<file path="src/positional_list_engine_macros.svh">
// Assertion helpers for the positional list engine.
// Each helper samples on clk and is disabled while rst_n is low.
`ifndef POSITIONAL_LIST_ENGINE_MACROS_SVH
`define POSITIONAL_LIST_ENGINE_MACROS_SVH

`ifndef SYNTHESIS

// The consequent holds in the same cycle as the antecedent.
`define PLE_ASSERT_SAME(lbl, ante, cons) \
  lbl: assert property (@(posedge clk) disable iff (!rst_n) (ante) |-> (cons)) \
    else $error("positional_list_engine: same-cycle check failed");

// The consequent holds in the cycle after the antecedent.
`define PLE_ASSERT_NEXT(lbl, ante, cons) \
  lbl: assert property (@(posedge clk) disable iff (!rst_n) (ante) |=> (cons)) \
    else $error("positional_list_engine: next-cycle check failed");

`else

`define PLE_ASSERT_SAME(lbl, ante, cons)
`define PLE_ASSERT_NEXT(lbl, ante, cons)

`endif

`endif

</file>
<file path="src/ple_pkg.sv">
package ple_pkg;

  localparam int DATA_W       = 32;
  localparam int POS_W        = 7;
  localparam int LEN_W        = 7;
  localparam int CAPACITY_DEF = 64;
  // cells per first-level group of the read gather
  localparam int GROUP        = 8;

  typedef logic signed [DATA_W-1:0] data_t;

  localparam logic [1:0] CMD_INSERT = 2'd0;
  localparam logic [1:0] CMD_REMOVE = 2'd1;
  localparam logic [1:0] CMD_READ   = 2'd2;
  localparam logic [1:0] CMD_CLEAR  = 2'd3;

  localparam logic [1:0] ST_OK     = 2'd0;
  localparam logic [1:0] ST_BADPOS = 2'd1;
  localparam logic [1:0] ST_FULL   = 2'd2;

  localparam logic [1:0] CELL_HOLD = 2'd0;
  localparam logic [1:0] CELL_INS  = 2'd1;
  localparam logic [1:0] CELL_REM  = 2'd2;

  typedef struct packed {
    logic [1:0]       cmd;
    logic [POS_W-1:0] position;
    data_t            value_in;
  } in_t;

  typedef struct packed {
    logic [1:0]       status;
    data_t            value_out;
    logic [LEN_W-1:0] length;
  } out_t;

  // broadcast from the controller to every cell
  typedef struct packed {
    logic [1:0]       op;
    logic [POS_W-1:0] pos;
    data_t            val;
  } cell_ctl_t;

endpackage

</file>
<file path="src/ple_cell.sv">
module ple_cell import ple_pkg::*; #(
  parameter int INDEX = 0
) (
  input  logic      clk,
  input  cell_ctl_t ctl,
  input  data_t     left,
  input  data_t     right,
  output data_t     slot,
  output data_t     hit
);

  data_t slot_r;
  data_t slot_nxt;
  data_t hit_r;
  logic  at_pos;
  logic  past_pos;

  assign at_pos   = (32'(ctl.pos) == 32'(INDEX));
  assign past_pos = (32'(INDEX) > 32'(ctl.pos));

  always_comb begin
    slot_nxt = slot_r;
    unique case (ctl.op)
      CELL_INS: begin
        if (at_pos) begin
          slot_nxt = ctl.val;
        end else if (past_pos) begin
          slot_nxt = left;
        end
      end
      CELL_REM: begin
        if (at_pos || past_pos) begin
          slot_nxt = right;
        end
      end
      default: slot_nxt = slot_r;
    endcase
  end

  always_ff @(posedge clk) begin
    slot_r <= slot_nxt;
    // offer the held entry to the gather when this cell is addressed
    hit_r  <= at_pos ? slot_r : '0;
  end

  assign slot = slot_r;
  assign hit  = hit_r;

endmodule

</file>
<file path="config.mk">
export PLATFORM = sky130hd
export DESIGN_NAME = ple_cell
export DESIGN_NICKNAME = d
export VERILOG_FILES = /design/src/positional_list_engine_macros.svh /design/src/ple_pkg.sv /design/src/ple_cell.sv
export SDC_FILE = /design/constraint.sdc
export NUM_CORES = 1
export LEC_CHECK = 0
export BUFFER_PORTS_ARGS = -buffer_cell sky130_fd_sc_hd__buf_2
export CAP_MARGIN = 10
export CORE_ASPECT_RATIO = 1.1
export CORE_MARGIN = 2
export CORE_UTILIZATION = 37
export CTS_CLUSTER_SIZE = 10
export DETAILED_ROUTE_END_ITERATION = 8
export GPL_TIMING_DRIVEN = 0
export PLACE_DENSITY_LB_ADDON = 0.05
export SETUP_SLACK_MARGIN = 0.15
export SYNTH_ARGS = -nofsm -noshare
export SYNTH_HDL_FRONTEND = slang
export SYNTH_SLANG_ARGS = --single-unit
</file>
<file path="constraint.sdc">
create_clock -name clk -period 4.3 [get_ports clk]
set_clock_uncertainty 0.15 [all_clocks]
set_input_delay 0.645 -clock clk [delete_from_list [all_inputs] [get_ports clk]]
set_output_delay 0.645 -clock clk [all_outputs]
set_load 0.01 [all_outputs]
</file>
[Word level (Yosys, flattened, before mapping)]
Index checks and enable logic that the tools add are counted.
Widths: inputs -> output; s select.
Storage, ports and cells
  register bits after elaboration: 64
  output and inout port bits: 64
  word-level logic and storage cells: 12
  bits of input ports: 106
Cells by class
  muxes and demuxes: 3
  equal/unequal tests: 4
  reductions and logical operators: 3
Operator list (count)
  $mux 32: 2
  $pmux 32 s2: 1
  $logic_not 7->1: 1
  $ne 2x2->1 const B: 2
  $reduce_and 3->1: 1
  $eq 2x1->1 const B: 1
  $eq 2x2->1 const B: 1
  $reduce_bool 2->1: 1

[Longest topological paths before layout]
  depth after elaboration: 3
  gate-level depth with buffers: 4
  depth with buffers taken out: 2

[Worst setup path before layout]
Ideal clock, no wire load.
  path type: input-to-reg
  start: in ctl[34] in the netlist's numbering
  end: reg slot_r[0] (netlist: slot[0]), enable pin
  stages: 3
  path buffers: 1
  required time: 3.689 ns
  arrival: 3.568 ns
  setup time: 0.461 ns
  slack: 0.121 ns
  cell sequence: or4_4 > buf_6 > nor3_1
Between the ends
  cells in the longest elaborated chain, start to end: 3
  elaborated cells between the ends (all ways): 4
  classes of those cells: eq/ne: 2; reduce/logical: 2
RTL lines
  from (decl): line ple_cell.sv:5  | input cell_ctl_t ctl,
  $logic_not 7->1 *: line ple_cell.sv:18  | assign at_pos = (32'(ctl.pos) == 32'(INDEX));
  $ne 2x2->1 (no source line)
  $reduce_and 3->1 (no source line) *
  to (signal assigned): line ple_cell.sv:41  | slot_r <= slot_nxt;
  to (decl): line ple_cell.sv:12  | data_t slot_r;
Mark *: on every way between the ends. The rest lies on a longest branch, timed or not.
A chain may end at the register's enable or synchronous reset.

[Worst setup path after layout]
  start: in ctl[34] in the netlist's numbering
  end: reg slot_r[25] (netlist: slot[25]), enable pin
The elaborated chain is that of the path after synthesis.

==> flow_summary.rst <==
.. list-table::
   :header-rows: 1

   * - Metric
     - Value
   * - DP Area
     - 3370 sq um
   * - Part of the total power dissipated in sequential elements
     - 56.1%
   * - Count of mapped cells out of synthesis
     - 177
   * - Design Area, Final
     - 3520 sq um
   * - Ratio of final minimum period to clock period
     - 58.1%
   * - Leakage power total
     - 1.62 nW
   * - Initial antenna violation count
     - 0
   * - Final Hold Violating Endpoints
     - 0
   * - Max Root-Sink Buffers
     - 2
   * - Number of nets with antenna violations after detailed routing
     - 0
   * - Yosys top cell area share
     - 37.9%
   * - Count of cells along the worst register-to-register path
     - 2
   * - Via density per instance
     - 4.23
   * - Initial Util
     - 38.3%
   * - Diode count
     - 0
   * - Clock latency of the later-clocked register in the worst-skew pair
     - 330 ps
   * - Flip-flop and latch count after synthesis
     - 64
   * - Worst setup path class
     - input pin to flop
   * - Drt total wl
     - 5.05 mm
   * - Largest fanout on the critical path
     - 17
   * - Most common cell after layout, fill and taps aside
     - buf_2
   * - Vertical extent of the die
     - 90.9 microns
   * - Worst hold path type
     - flop to flop
   * - Setup total negative slack
     - 0 ps
   * - CTS tree
     - done
   * - Maxcap violations
     - 0
   * - Netlist area before placement
     - 2540 sq um
   * - Final HPWL DP
     - 3.93 mm
   * - Total congestion overflow
     - 0
   * - Initial drt markers
     - 27
   * - Maximum clock frequency
     - 0.400 GHz
   * - # Post-CTS Setup Buffers
     - 0
   * - Post-Syn Area per Cell
     - 14.3 sq um
   * - PwrDens
     - 326 nW/um^2
   * - Drt drc
     - 0
   * - Total count of max-transition violations in the final report
     - 0
   * - Switching part of the total
     - 21.6%
   * - Synth unique cells
     - 15
   * - Measured slew at the worst slew-check pin
     - 844 ps
   * - Area of the die
     - 7540 sq um
   * - Number of cells on the worst hold path
     - 2
   * - Routed via count
     - 1747
   * - Maximum number of pins on one net before global-route repair
     - 18
   * - Most area-hungry cell type in the Yosys netlist
     - edfxtp_1
   * - Max-Slew Margin vs Limit
     - 43.6%
   * - Cell Rows
     - 31
   * - CTS Buf Count
     - 9
   * - Util after Layout
     - 53.1%
   * - H-tree lvl count
     - 3
   * - Switch Pwr
     - 248 uW
   * - Post_cts resized
     - 0
   * - Clock share of power
     - 36.4%
   * - Number of clock sinks
     - 64
   * - Share of power burned in combinational logic
     - 7.5%
   * - Clock Root Buffer
     - clkbuf_8
   * - Count of final setup violators
     - 0
   * - Filler-free cell count of the finished design
     - 413
   * - Startpoint Class
     - input pin
   * - Cell types occupying the most area after synthesis
     - edfxtp_1, dfxtp_1, mux2_2
   * - Cell count after placement
     - 397
   * - RSZ-0062 raised after global routing
     - false
   * - Count of boundary I/O pins
     - 170
   * - Proportion of layout cells with a drive suffix above 1
     - 67.7%
   * - Data arrival at the endpoint of the critical path
     - 2390 ps
   * - Post-Synthesis Net Count
     - 283
   * - Number of buffer cells added on primary ports
     - 137
   * - Aggregate global-route resource usage
     - 14.3%
   * - Internal power contribution
     - 901 uW
   * - Sequential cell area fraction in the yosys report
     - 63.1%
   * - Placeable core region
     - 6630 sq um
   * - Run status
     - complete, no violations
   * - Final min period
     - 2500 ps
   * - Commonest cells after routing, fill and taps aside
     - buf_2, inv_1, dfxtp_1, edfxtp_1
   * - Clock slew seen by the registers of the worst setup and hold paths
     - 60 ps
   * - Setup slack on the worst flop-to-flop path
     - 3510 ps
   * - Wire length of the first global-routing pass
     - 8.29 mm
   * - Crit. End Element
     - flop
   * - DR WL/cell
     - 12.2 microns
   * - Synthesis-to-finish area growth
     - 38.7%
   * - DRT Pass-1 Iters
     - 4
   * - Number of buffers inserted by hold repair at cts
     - 0
   * - Die span in x
     - 83.0 microns
   * - Gp weighted congestion
     - 0.692
   * - Total Nets Final
     - 432
   * - Number of global-route vias before repair
     - 1723
   * - Required time of the critical path
     - 4190 ps
   * - Synthesis Warnings
     - 0
   * - Maximum vdd drop
     - 0.201 mV
   * - Filler cell count
     - 608
power by group through the flow:
stage,clock (mW),sequential [mW],combinational (mW)
after CTS,0.438,0.645,0.0877
after floorplan,0,0.659,0.0450
after global routing,0.458,0.645,0.0965
after global placement,0,0.658,0.0854
after detailed placement,0,0.658,0.0868
final,0.418,0.645,0.0860
registers in the layout, summed over array words and instances, names as in the netlist:
| signal | cells |
|---|---|
| hit | 32 |
| slot | 32 |
metal layers:
metal	up-vias	track usage, %	part of all wire (%)
met5	-	0	0
met4	0	7.79	2.1
met3	10	5.21	8.5
met2	81	21.8	48
met1	764	17.7	41
li1	892	-	-
metrics by stage:
stage               power (mW)  setup WS, ps  hold slack, ps
floorplan                0.705          1090             429
global placement         0.744           333             360
detailed placement       0.745          1420             359
CTS                       1.17          1770             377
global route              1.20          1720             401
finish                    1.15          1800             369
path summary, 6_finish.rpt:
| path | end | startpoint |
|---|---|---|
| max reg2reg | hit[0] | slot[0] |
| max | slot[25] | ctl[34] |
| min reg2reg | hit[31] | slot[31] |
| min | hit[31] | slot[31] |
cells in the mapped netlist:
master,instances
dfxtp_1,32
buf_6,1
xnor2_1,1
inv_1,32
buf_2,6
or3_1,1
edfxtp_1,32
mux2_1,2
buf_12,3
or4_4,1
clkbuf_1,2
nor2b_1,1
nor3_2,30
nor3_1,3
mux2_2,30
area by class of cell:
class	count	area [sq um]	share of cell area, %
clock inverters	5	25.0	0.710
inverters	32	120	3.41
repair buffers	138	713	20.2
multi-input cells	69	719	20.4
plain buffers	12	109	3.09
well taps	82	103	2.91
clock buffers	11	131	3.73
flip-flops and latches	64	1600	45.5
worst max-delay path: stages:
cell	delay, ps
buf_2	100
or4_4	520
buf_6	160
nor3_4	710
buf_16	230
cells by family after synthesis:
logic type | synth area share [%]
XOR/XNOR | 0.345
buffers and inverters | 9.02
flip-flops | 63.1
multiplexers | 14.2
AND/OR/NAND/NOR | 13.4
Power figures use the tool's default switching activity.
